`src/rtl/npcm_pkg.sv`:
```
// types, constants and helpers of the nearest palette colour match unit
package npcm_pkg;

    localparam int unsigned IDX_W   = 8;
    localparam int unsigned COL_W   = 8;
    localparam int unsigned DIST_W  = 18;
    localparam int unsigned CNT_W   = 9;
    localparam int unsigned INDEX_SPACE = 256;

    localparam logic [CNT_W-1:0]  COLORS_RESET  = 9'd256;
    localparam logic [DIST_W-1:0] NO_MATCH_DIST = 18'h3FFFF;
    localparam logic [DIST_W-1:0] MAX_REAL_DIST = 18'd195075;

    typedef enum logic [0:0] {
        CMD_LOAD = 1'b0,
        CMD_MAP  = 1'b1
    } cmd_t;

    typedef struct packed {
        cmd_t             command;
        logic [IDX_W-1:0] entry_index;
        logic [COL_W-1:0] red;
        logic [COL_W-1:0] green;
        logic [COL_W-1:0] blue;
        logic             end_of_image;
    } pix_item_t;

    typedef struct packed {
        logic [IDX_W-1:0]  best_index;
        logic [DIST_W-1:0] best_distance;
        logic              last_pixel;
    } res_item_t;

    // token handed from cell to cell
    typedef struct packed {
        logic              valid;
        pix_item_t         item;
        logic [IDX_W-1:0]  best_index;
        logic [DIST_W-1:0] best_distance;
    } token_t;

    // square of the absolute difference of two colour components
    function automatic logic [2*COL_W-1:0] sq_diff(
        input logic [COL_W-1:0] a,
        input logic [COL_W-1:0] b
    );
        logic [COL_W-1:0] d;
        d = (a > b) ? (a - b) : (b - a);
        return {{COL_W{1'b0}}, d} * {{COL_W{1'b0}}, d};
    endfunction

endpackage

```
`src/rtl/npcm_cell.sv`:
```
// one palette cell: holds one entry and refines the running best match
module npcm_cell #(
    parameter int CELL_INDEX = 0
) (
    input  logic                          clk,
    input  logic                          rst_n,
    input  logic                          en,
    input  logic [npcm_pkg::CNT_W-1:0]    colors,
    input  npcm_pkg::token_t              tok_in,
    output npcm_pkg::token_t              tok_out
);

    localparam logic [npcm_pkg::IDX_W-1:0] MY_INDEX   = npcm_pkg::IDX_W'(CELL_INDEX);
    localparam logic                       FIRST_CELL = (CELL_INDEX == 0);

    logic [3*npcm_pkg::COL_W-1:0]  entry_reg;
    logic [3*npcm_pkg::COL_W-1:0]  entry_next;
    npcm_pkg::token_t              tok_reg;
    npcm_pkg::token_t              tok_next;
    logic [npcm_pkg::DIST_W-1:0]   cell_dist;
    logic                          in_range;

    // squared distance between the passing pixel and this entry
    always_comb
    begin
        cell_dist = npcm_pkg::DIST_W'(npcm_pkg::sq_diff(tok_in.item.red,
                                                        entry_reg[23:16]))
                  + npcm_pkg::DIST_W'(npcm_pkg::sq_diff(tok_in.item.green,
                                                        entry_reg[15:8]))
                  + npcm_pkg::DIST_W'(npcm_pkg::sq_diff(tok_in.item.blue,
                                                        entry_reg[7:0]));
        in_range = ({1'b0, MY_INDEX} < colors);
    end

    // load absorbs at its cell, map updates the best match
    always_comb
    begin
        tok_next   = tok_in;
        entry_next = entry_reg;
        if (tok_in.valid)
        begin
            case (tok_in.item.command)
                npcm_pkg::CMD_LOAD:
                begin
                    if (tok_in.item.entry_index == MY_INDEX)
                    begin
                        entry_next     = {tok_in.item.red, tok_in.item.green,
                                          tok_in.item.blue};
                        tok_next.valid = 1'b0;
                    end
                end
                npcm_pkg::CMD_MAP:
                begin
                    if (in_range && (FIRST_CELL || (cell_dist < tok_in.best_distance)))
                    begin
                        tok_next.best_index    = MY_INDEX;
                        tok_next.best_distance = cell_dist;
                    end
                end
                default:
                begin
                    tok_next = tok_in;
                end
            endcase
        end
    end

    // token register
    always_ff @(posedge clk or negedge rst_n)
    begin
        if (!rst_n)
        begin
            tok_reg <= '0;
        end
        else if (en)
        begin
            tok_reg <= tok_next;
        end
    end

    // palette entry, undefined until loaded
    always_ff @(posedge clk)
    begin
        if (en)
        begin
            entry_reg <= entry_next;
        end
    end

    assign tok_out = tok_reg;

endmodule

```
`config.mk`:
```
export PLATFORM = sky130hd
export DESIGN_NAME = npcm_cell
export DESIGN_NICKNAME = d
export VERILOG_FILES = /design/src/rtl/npcm_pkg.sv /design/src/rtl/npcm_cell.sv
export SDC_FILE = /design/constraint.sdc
export NUM_CORES = 1
export LEC_CHECK = 0
export ABC_AREA = 1
export BUFFER_PORTS_ARGS = -buffer_cell sky130_fd_sc_hd__buf_4
export CAP_MARGIN = 10
export CORE_ASPECT_RATIO = 0.5
export CORE_MARGIN = 5
export CORE_UTILIZATION = 38
export CTS_CLUSTER_DIAMETER = 100
export CTS_CLUSTER_SIZE = 30
export DETAILED_ROUTE_END_ITERATION = 6
export GPL_TIMING_DRIVEN = 0
export PLACE_DENSITY_LB_ADDON = 0.3
export SLEW_MARGIN = 40
export SYNTH_ARGS = -nofsm -noshare
export SYNTH_HDL_FRONTEND = slang
export SYNTH_SLANG_ARGS = --single-unit
```
`constraint.sdc`:
```
create_clock -name clk -period 6.35 [get_ports clk]
set_clock_uncertainty 0.05 [all_clocks]
set_input_delay 0.635 -clock clk [delete_from_list [all_inputs] [get_ports clk]]
set_output_delay 0.635 -clock clk [all_outputs]
set_load 0.01 [all_outputs]
```
; Word-level counts from Yosys, hierarchy flattened
; Cells that the tools add are included.
; Widths: inputs -> output; s select.
[word_totals]
register_bits = 85
latch_bits = 0
mem_bits_rw = 0
rom_bits = 0
input_bits = 73
out_inout_bits = 61
elab_cells = 36
mem_count = 0
[op_classes]
addsub = 8
n_mul = 3
n_div = 0
order_cmp = 4
eq_ne = 0
shifts = 0
n_mux = 8
bitwise = 1
reduce_logical = 2
[ops]
columns = op, n
row1 = $mux 61, 1
row2 = $mux 26, 2
row3 = $mul 8x8->16, 3
row4 = $sub 8x8->8, 6
row5 = $gt 8x8->1, 3
row6 = $mux 8, 3
row7 = $add 17x16->18, 1
row8 = $add 16x16->17, 1
row9 = $lt 1x9->1 const A, 1
row10 = $logic_not 8->1, 1
row11 = $reduce_and 4->1, 1
row12 = $mux 1, 2
row13 = $not 1->1, 1

; Logic depth before layout (Yosys ltp)
; Gate-level depths: netlist of the first run.
[depth]
depth_word = 8
depth_mapped = 40
mapped_depth_nobuf = 40

; Worst setup path after synthesis of the first run
; No wires, ideal clock.
[synth_path]
path_type = input to register
startpoint = input port tok_in[35] (netlist bit)
endpoint = register tok_reg (netlist bit tok_out[17])
setup_time_ns = 0.117
t_arrival_ns = 6.933
required_ns = 6.183
slack_ns = -0.750
cell_stages = 33
path_buffers = 1
path_cell_list = inv_1 > ha_1 > inv_1 > fa_1 > nand2_2 > nand2_2 > nand2_2 > nand2_2 > nand2_4 > nand2_1 > o21a_1 > buf_2 > nor2_1 > fa_1 > fa_1 > fa_1 > fa_1 > fa_1 > fa_1 > inv_1 > fa_1 > inv_1 > ha_1 > nand2_1 > inv_1 > a21oi_1 > nand2_1 > nand2_1 > nand2_1 > nand2_1 > nand3_1 > nand2_1 > nand2_1
[synth_between]
elab_chain_len = 8
[synth_rtl]
columns = item, line_no
row1 = "start, declared", npcm_cell.sv:9  ; input npcm_pkg::token_t tok_in,
row2 = $sub 8x8->8 or $gt 8x8->1 (tied branches), npcm_pkg.sv:48  ; d = (a > b) ? (a - b) : (b - a);
row3 = $mux 8 (*), npcm_pkg.sv:48
row4 = $mul 8x8->16 (*), npcm_pkg.sv:49  ; return {{COL_W{1'b0}}, d} * {{COL_W{1'b0}}, d};
row5 = $add 16x16->17 (*), npcm_cell.sv:28  ; + npcm_pkg::DIST_W'(npcm_pkg::sq_diff(tok_in.item.green,
row6 = $add 17x16->18 (*), npcm_cell.sv:30  ; + npcm_pkg::DIST_W'(npcm_pkg::sq_diff(tok_in.item.blue,
row7 = $mux 26 (*), npcm_cell.sv:54  ; if (in_range && (FIRST_CELL || (cell_dist < tok_in.best_distance)))
row8 = $mux 26 (*), npcm_cell.sv:42  ; case (tok_in.item.command)
row9 = $mux 61 (*), npcm_cell.sv:40  ; if (tok_in.valid)
row10 = "end signal, assigned", npcm_cell.sv:77  ; tok_reg <= tok_next;
row11 = "end, declared", npcm_cell.sv:18  ; npcm_pkg::token_t tok_reg;
; Mark *: on every way between the ends. The rest lies on a longest branch, timed or not.
; A chain may end at the register's enable or synchronous reset.

; Worst setup path after layout of the first run
[layout_path]
startpoint = register entry_reg[0] (netlist bit)
endpoint = register tok_reg (netlist bit tok_out[13])
[layout_between]
elab_chain_len = 7
[layout_rtl]
columns = item, line_no
row1 = "start, declared", npcm_cell.sv:16  ; logic [3*npcm_pkg::COL_W-1:0] entry_reg;
row2 = "start signal, assigned", npcm_cell.sv:86  ; entry_reg <= entry_next;
row3 = $sub 8x8->8 or $gt 8x8->1 (tied branches), npcm_pkg.sv:48
row4 = $mux 8 (*), npcm_pkg.sv:48
row5 = $mul 8x8->16 (*), npcm_pkg.sv:49
row6 = $add 17x16->18 (*), npcm_cell.sv:30
row7 = $mux 26 (*), npcm_cell.sv:54
row8 = $mux 26 (*), npcm_cell.sv:42
row9 = $mux 61 (*), npcm_cell.sv:40
; Marked as above.

==> reports/metrics.yaml, run 1 <==
ys_top_cells_by_count: "nand2_1 (351), inv_1 (336), fa_1 (139), nor2_1 (126), ha_1 (124)"
drv_slew: 0
overflow: 0
synthFlopType: "dfrtp_1"
synth_top_area_frac: 0.245
nFillCells: 2742
synth-compound-area-share: 0.0531
antenna_left: 0
rsz0062_at_grt: "true"
largest_reg_flops: 61
grt_pass1_vias: 9948
async_flop_share: 0.718
startpoint: "entry_reg[0]$_DFFE_PP_"
synth.most_common_cell: "nand2_1"
rrSetupSlack_ns: -0.65
dpl.hpwl_um: 24800
die_h_um: 132
cts_num_sinks: 85
start_kind: "flop"
ys_seq_elements: 85
n_antenna_cell: 0
synthAdderAreaFrac: 0.382
io_pins: 134
status: "finished with violations"
ys_seq_area_frac: 0.198
clk_path_buf_depth: 2
tns_ns: -6.54
place_ws_ns: -1.15
yosysWarnings: 0
tritoncts: "yes"
failed_checks: "design-rule violations, negative setup slack"
yosys.area_share.simple: 0.222
yosys.area_share.xor_xnor: 0.0178
crit_type: "flop to flop"
gp_congestion: 0.878
route.vias.total: 9786
worst_path_max_delay_cell: "fa_2"
synth_top_family_by_area: "adder cells"
max_cap_violations: 0
grt_use_total: 0.185
grt_pass1_wl_um: 50300
crit_path_end_kind: "flop"
hold_path_class: "input port to asynchronous set/reset pin"
worstPathRequired_ns: 6.56
die_x_um: 254
arrival_ns: 7.21
dr.pass1.iters: 7
holdWs_ns: 0.207
port_buffers: 132
synthTopCellsByArea: "fa_1 (25%), ha_1 (14%), dfrtp_1 (13%), nand2_1 (12%), inv_1 (11%)"
setup_viol: 13
num_rows: 44
syn_inst: 1448
vias_per_cell: 4.73
cts_root_buffer: "clkbuf_16"
post-route-period-util: 1.10
wl_um: 30900
crit_family: "adder cells"
die_area_mm2: 0.0336
areaGrowthSynthToFinish_pct: 33.1
synth_cell_types: 39
min_period_ns: 7.00
finalNetCount: 2007
crit_top_cell: "fa_2"
synth_fp_nets: 1784
start_util: 0.389
fmax_ghz: 0.143
tightest_slew_ns: 0.684
cts.htree.levels: 3
netlist_area_mm2: 0.0113
slowest_delay_ns: 0.59
path_buf_inv: 8
finalHoldViolCount: 0
cts_buffers: 9
core_area_mm2: 0.0292
path_clk_slew_ns: 0.07
first_iter_violations: 473
cts_hold_buf: 0
fin_ws_ns: -0.653
synth_edf_count: 24
synth_top_area_cell: "fa_1"
wire_per_inst_um: 15.0
cp_max_fo: 6
rr_startpoint: "entry_reg[0]$_DFFE_PP_"
antenna_found_initial: 0
synth_area_per_cell_um2: 7.83
synth_mux_area_frac: 0
drc_errors: 8
clk-insertion-delay-late_ns: 0.37
slew_headroom: 0.544
drive_gt1_frac: 0.307
grt_start_max_net_pins: 62
placed cells by master (no fill, tap or decap), types with 5 or more instances in the layout:
master / count
fa_2: 20
clkbuf_1: 14
nand2_1: 281
nand3_4: 5
nand3_1: 41
nand4_1: 11
nor2_4: 18
nand3_2: 12
dfrtp_1: 61
o21ai_0: 31
buf_6: 13
xor2_1: 12
ha_4: 23
inv_1: 298
nor2_1: 105
a21oi_1: 30
nand2_8: 16
xnor2_1: 6
o21bai_1: 7
ha_1: 94
fa_1: 119
ha_2: 7
o21ai_1: 9
clkbuf_16: 10
buf_4: 201
nand2_4: 27
edfxtp_1: 24
nand2_2: 57
a21oi_2: 10
inv_4: 7
nor2_2: 14
inv_2: 37
final cells by class:
type                    instances  area (um2)  area share
clock buffers                  10         250      0.0166
clock inverters                 6        52.6     0.00348
well taps                     391         489      0.0324
inverters                     349        1390      0.0921
repair buffers                213        1660       0.110
flip-flops and latches         85        2250       0.149
plain buffers                  21         111     0.00738
multi-input cells             992        8900       0.589
layer usage:
metal  GRT usage  part of all wire  up-vias
li1            -                 -     4790
met1       0.257              0.46     4757
met2       0.303              0.48      200
met3      0.0384             0.051       39
met4      0.0361             0.014        0
met5           0                 0        -
kinds of logic (layout without fill, tap and decap cells):
kind of cell               Yosys count  in the layout
and+or+nand+nor                    597            600
buffers and inverters              374            599
adders and majority gates          263            263
AOI/OAI and AO/OA                  106            106
DFF                                 85             85
xor gates and xnor gates            23             23
worst paths after layout:
check	to	cells past startpoint
min in group clk	entry_reg[13]$_DFFE_PP_	1
min reg2reg	tok_out[14]$_DFFE_PN0P_	2
max	tok_out[13]$_DFFE_PN0P_	36
max reg2reg	tok_out[13]$_DFFE_PN0P_	36
max in group asynchronous	tok_out[21]$_DFFE_PN0P_	1
min	tok_out[33]$_DFFE_PN0P_	1
through the flow:
stage           util  instance area [um2]  cells
3_3_place_gp   0.455                13300   1971
2_1_floorplan      -                11800   1448
6_report       0.517                15100   2067
4_1_cts        0.497                14500   2045
5_1_grt        0.517                15100   2067
3_5_place_dp   0.456                13300   1975
worst reg2reg max path, delay by kind of cell, from the launching register on:
family / cells / cell delay [ns]
compound gates: 1 / 0.18
simple gates: 17 / 1.40
flops: 1 / 0.38
buf+inv: 8 / 0.59
fa+ha+maj: 10 / 4.30
what timing repair did:
action                                 4_1_cts  5_1_grt
buffers inserted                            53       24
pin swaps                                   54       61
endpoints found under the hold margin        0        0
gates cloned                                 3        0
gates resized for setup                    129       98
setup endpoints to repair                   13       14
Power of run 1 is not shown: default switching activity piles up to over one toggle a cycle in this logic, so the estimate is an artifact.
==> inputs of run 2 (changes only) <==
- CORE_UTILIZATION: 38 -> 50
- SKIP_CTS_REPAIR_TIMING: not set -> 1
==> run 2 against run 1 <==
Non-clock buffer count shrank 49. Routed wire length shrank 1.6%. The run ends with negative setup slack left. Critical path type is now input port to flop. Highest routed layer unchanged. Die area shrank 23%.
==> reports/metrics.yaml, run 2 (synthesis results as in run 1) <==
status: "finished with violations"
failed_checks: "negative setup slack"
fin_ws_ns: -0.683  # -0.0304 ns
slowest_delay_ns: 0.57  # -0.02 ns
start_kind: "input port"
die_area_mm2: 0.0260  # -23%
setup_viol: 13  # unchanged
worst_path_max_delay_cell: "fa_1"
finalHoldViolCount: 0  # unchanged
die_x_um: 223  # -12%
tns_ns: -7.65  # -1.11 ns
antenna_left: 0  # unchanged
wl_um: 30400  # -1.6%
cts_root_buffer: "clkbuf_16"
grt_pass1_wl_um: 48300  # -3.9%
dr.pass1.iters: 5  # -2
drv_slew: 0  # unchanged
cts_buffers: 9  # unchanged
grt_start_max_net_pins: 62  # unchanged
tritoncts: "yes"
final_common_cell: "inv_1"
first_iter_violations: 482  # +1.9%
arrival_ns: 7.21  # about the same
wire_per_inst_um: 15.8  # +5.5%
dpl.hpwl_um: 25300  # +2.0%
gp_congestion: 0.928  # +5.7%
core_area_mm2: 0.0220  # -25%
n_antenna_cell: 0  # unchanged
clk_path_buf_depth: 2  # unchanged
path_clk_slew_ns: 0.06  # about the same
route.vias.total: 9667  # -1.2%
port_buffers: 132  # unchanged
utilization: 0.643  # +0.126
worstPathRequired_ns: 6.53  # -0.03 ns
drc_errors: 0  # -8
clk-insertion-delay-late_ns: 0.35  # -0.02 ns
grt_pass1_vias: 9862  # -0.86%
vias_per_cell: 5.02  # +6.0%
post-route-period-util: 1.11  # +0.00478
io_pins: 134  # unchanged
crit_top_cell: "inv_2"
cts_num_sinks: 85  # unchanged
grt_use_total: 0.231  # +0.0458
overflow: 0  # unchanged
drive_gt1_frac: 0.245  # -0.0627
areaGrowthSynthToFinish_pct: 24.6
crit_path_end_kind: "flop"
crit_type: "input port to flop"
hold_path_class: "input port to asynchronous set/reset pin"
cts.htree.levels: 3  # unchanged
min_period_ns: 7.03  # +0.0304 ns
die_h_um: 116  # -12%
mostFrequentLayoutCells: "inv_1 (310), nand2_1 (307), buf_4 (162)"
rsz0062_at_grt: "true"
max_cap_violations: 0  # unchanged
tightest_slew_ns: 0.636  # -0.0478 ns
num_rows: 38  # -14%
slew_headroom: 0.576  # +0.0318
start_util: 0.516  # +0.128
antenna_found_initial: 0  # unchanged
cp_max_fo: 5  # -1
finalNetCount: 1958  # -2.4%
largest_reg_flops: 61  # unchanged
fmax_ghz: 0.142  # -0.43%
[run 2: metrics by stage]
| stage | setup slack [ns] | instance area (um2) | hold slack, ns | cells |
|---|---|---|---|---|
| floorplan | -0.323 | 11800 | 0.289 | 1448 |
| global placement | -1.11 | 13200 | 0.407 | 1880 |
| detailed placement | -1.23 | 13200 | 0.415 | 1884 |
| CTS | -0.905 | 13500 | 0.364 | 1900 |
| global route | -0.977 | 14100 | 0.272 | 1927 |
| finish | -0.683 | 14100 | 0.222 | 1927 |
[run 2: path summary, 6_finish.rpt]
check	start	to	slack, ns	cells past startpoint
max in group asynchronous	rst_n	tok_out[6]$_DFFE_PN0P_	5.61	1
max	tok_in[43]	tok_out[17]$_DFFE_PN0P_	-0.68	36
min	rst_n	tok_out[59]$_DFFE_PN0P_	0.22	1
min reg2reg	tok_out[21]$_DFFE_PN0P_	tok_out[21]$_DFFE_PN0P_	0.43	2
max reg2reg	entry_reg[16]$_DFFE_PP_	tok_out[17]$_DFFE_PN0P_	-0.67	34
min in group clk	tok_out[21]$_DFFE_PN0P_	tok_out[21]$_DFFE_PN0P_	0.43	2
[run 2: layout make-up]
type	instances	area, um2
well taps	300	375
clock buffers	12	256
repair buffers	162	1230
fillers	1886	7840
plain buffers	23	123
flip-flops and latches	85	2250
inverters	349	1360
multi-input cells	992	8490
clock inverters	4	31.3
[run 2: worst max-delay path: cells and delay by family]
kind                     cells  cell delay (ns)
AND/OR/NAND/NOR             13             1.04
adder cells (fa/ha/maj)     10             4.10
buffers and inverters       10             0.76
AO/OA/AOI/OAI                3             0.64
[run 2: metal layers]
| metal | wire length, um | track usage | share of wire | up-vias |
|---|---|---|---|---|
| met2 | 14900 | 0.399 | 0.49 | 196 |
| met3 | 1400 | 0.0276 | 0.046 | 24 |
| met4 | 275 | 0.0330 | 0.0090 | 0 |
| met1 | 13800 | 0.326 | 0.45 | 4758 |
| li1 | - | - | - | 4689 |
| met5 | 0 | 0 | 0 | - |
Power of run 2 is left out for the same reason.
==> inputs of run 3 (changes only) <==
- CORE_MARGIN: 5 -> not set
- PLACE_DENSITY: not set -> 0.8
- PLACE_DENSITY_LB_ADDON: 0.3 -> not set
==> run 3 against run 2 <==
The flow still finishes with violations (negative setup slack). Setup slack worse by 0.086 ns. Die area fell by 10%. Core utilization increased by 1.9 points. Register-to-register slack worse by 0.09 ns. Count of clock-buffer cells in the layout shrank 3. Cell area rose by 3.0%. Critical path type unchanged.
==> reports/metrics.yaml, run 3 (synthesis results as in run 1) <==
status: "finished with violations"
failed_checks: "negative setup slack"
overflow: 0  # unchanged
antenna_found_initial: 0  # unchanged
mostFrequentLayoutCells: "inv_1 (306), nand2_1 (301), buf_4 (192)"
crit_type: "input port to flop"
worstPathRequired_ns: 6.55  # +0.02 ns
n_antenna_cell: 0  # unchanged
antenna_left: 0  # unchanged
register_area_mm2: 0.00225  # unchanged
num_rows: 38  # unchanged
rrSetupSlack_ns: -0.76  # -0.09 ns
io_pins: 134  # unchanged
die_h_um: 108  # -6.9%
first_iter_violations: 693  # +44%
largest_reg_flops: 61  # unchanged
drv_slew: 0  # unchanged
grt_start_max_net_pins: 62  # unchanged
gp_congestion: 0.962  # +3.6%
slowest_delay_ns: 0.59  # +0.02 ns
final_common_cell: "inv_1"
cts_num_sinks: 85  # unchanged
arrival_ns: 7.32  # +0.11 ns
path_buf_inv: 11  # +1
grt_busiest_layer: "met2"
drive_gt1_frac: 0.275  # +0.0299
grt_pass1_wl_um: 47500  # -1.7%
slew_headroom: 0.414  # -0.162
finalNetCount: 1992  # +1.7%
clk-insertion-delay-late_ns: 0.36  # about the same
tritoncts: "yes"
port_buffers: 132  # unchanged
rr_startpoint: "entry_reg[19]$_DFFE_PP_"
nFillCells: 1617  # -14%
post-route-period-util: 1.12  # +0.0136
use_met2: 0.419  # +0.0197
dpl.hpwl_um: 23800  # -6.1%
final_cell_area_mm2: 0.0146  # +3.0%
grt_use_total: 0.260  # +0.0288
die_x_um: 215  # -3.6%
wl_um: 31500  # +3.7%
use_met1: 0.362  # +0.0365
start_util: 0.516  # unchanged
start_kind: "input port"
crit_top_cell: "inv_2"
worst_path_max_delay_cell: "fa_1"
tightest_slew_ns: 0.879  # +0.243 ns
setup_viol: 13  # unchanged
drc_errors: 0  # unchanged
vias_per_cell: 5.11  # +1.8%
cts_root_buffer: "clkbuf_16"
crit_family: "adder cells"
clk_path_buf_depth: 2  # unchanged
wire_per_inst_um: 16.1  # +1.9%
grt_pass1_vias: 9547  # -3.2%
path_clk_slew_ns: 0.07  # about the same
regToRegEndpoint: "tok_out[9]$_DFFE_PN0P_"
cts_buffers: 9  # unchanged
core_area_mm2: 0.0220  # unchanged
reg2reg_depth: 34  # unchanged
cp_max_fo: 7  # +2
grt_util_met3: 0.0596  # +0.0320
max_cap_violations: 0  # unchanged
hold_path_class: "input port to asynchronous set/reset pin"
cts.htree.levels: 3  # unchanged
rsz0062_at_grt: "true"
multi_input_area_mm2: 0.00861  # +1.3%
crit_path_end_kind: "flop"
fmax_ghz: 0.140  # -1.2%
route.vias.total: 10017  # +3.6%
finalHoldViolCount: 0  # unchanged
min_period_ns: 7.12  # +0.0863 ns
dr.pass1.iters: 6  # +1
die_area_mm2: 0.0233  # -10%
fin_ws_ns: -0.769  # -0.0863 ns
postPlaceCellArea_mm2: 0.0132  # about the same
areaGrowthSynthToFinish_pct: 28.3
==> run 3: cell count changes in the layout (fill, tap and decap cells not counted), sizes merged <==
cell | before | now
clkbuf | 26 | 23
bufinv | 0 | 1
inv | 349 | 353
clkinv | 4 | 2
buf | 171 | 206
nand2 | 381 | 380
==> run 3: cell type report <==
cell class              instances  share of cell area
well taps                     300              0.0258
clock buffers                   9              0.0155
inverters                     349              0.0945
clock inverters                 7             0.00525
plain buffers                  23             0.00920
repair buffers                197               0.104
flip-flops and latches         85               0.154
multi-input cells             991               0.591
==> run 3: routing by layer <==
layer  up-vias  part of all wire
li1       4746                 -
met1      4807              0.43
met2       398              0.47
met3        66             0.083
met4         0             0.020
met5         -                 0
==> run 3: how the worst max path moves through the flow <==
| stage | from | to | slack, ns | depth (start not counted) |
|---|---|---|---|---|
| final | tok_in[46] | tok_out[9]$_DFFE_PN0P_ | -0.77 | 36 |
| after global routing | tok_in[46] | tok_out[12]$_DFFE_PN0P_ | -1.02 | 37 |
| after CTS | tok_in[35] | tok_out[9]$_DFFE_PN0P_ | -0.94 | 29 |
| after detailed placement | tok_in[35] | tok_out[9]$_DFFE_PN0P_ | -1.30 | 29 |
| after global placement | tok_in[35] | tok_out[9]$_DFFE_PN0P_ | -1.22 | 29 |
| after floorplan | tok_in[27] | tok_out[17]$_DFFE_PN0P_ | -0.32 | 35 |
==> run 3: stage by stage <==
step	util	setup TNS [ns]	hold slack (ns)	setup slack [ns]	instances
3_3_place_gp	0.600	-13.36	0.405	-1.22	1880
5_1_grt	0.662	-12.09	0.253	-1.02	1961
3_5_place_dp	0.601	-14.16	0.411	-1.30	1883
2_1_floorplan	-	-2.67	0.289	-0.323	1448
6_report	0.662	-8.75	0.205	-0.769	1961
4_1_cts	0.614	-9.49	0.338	-0.936	1899
Power of run 3 is left out for the same reason.
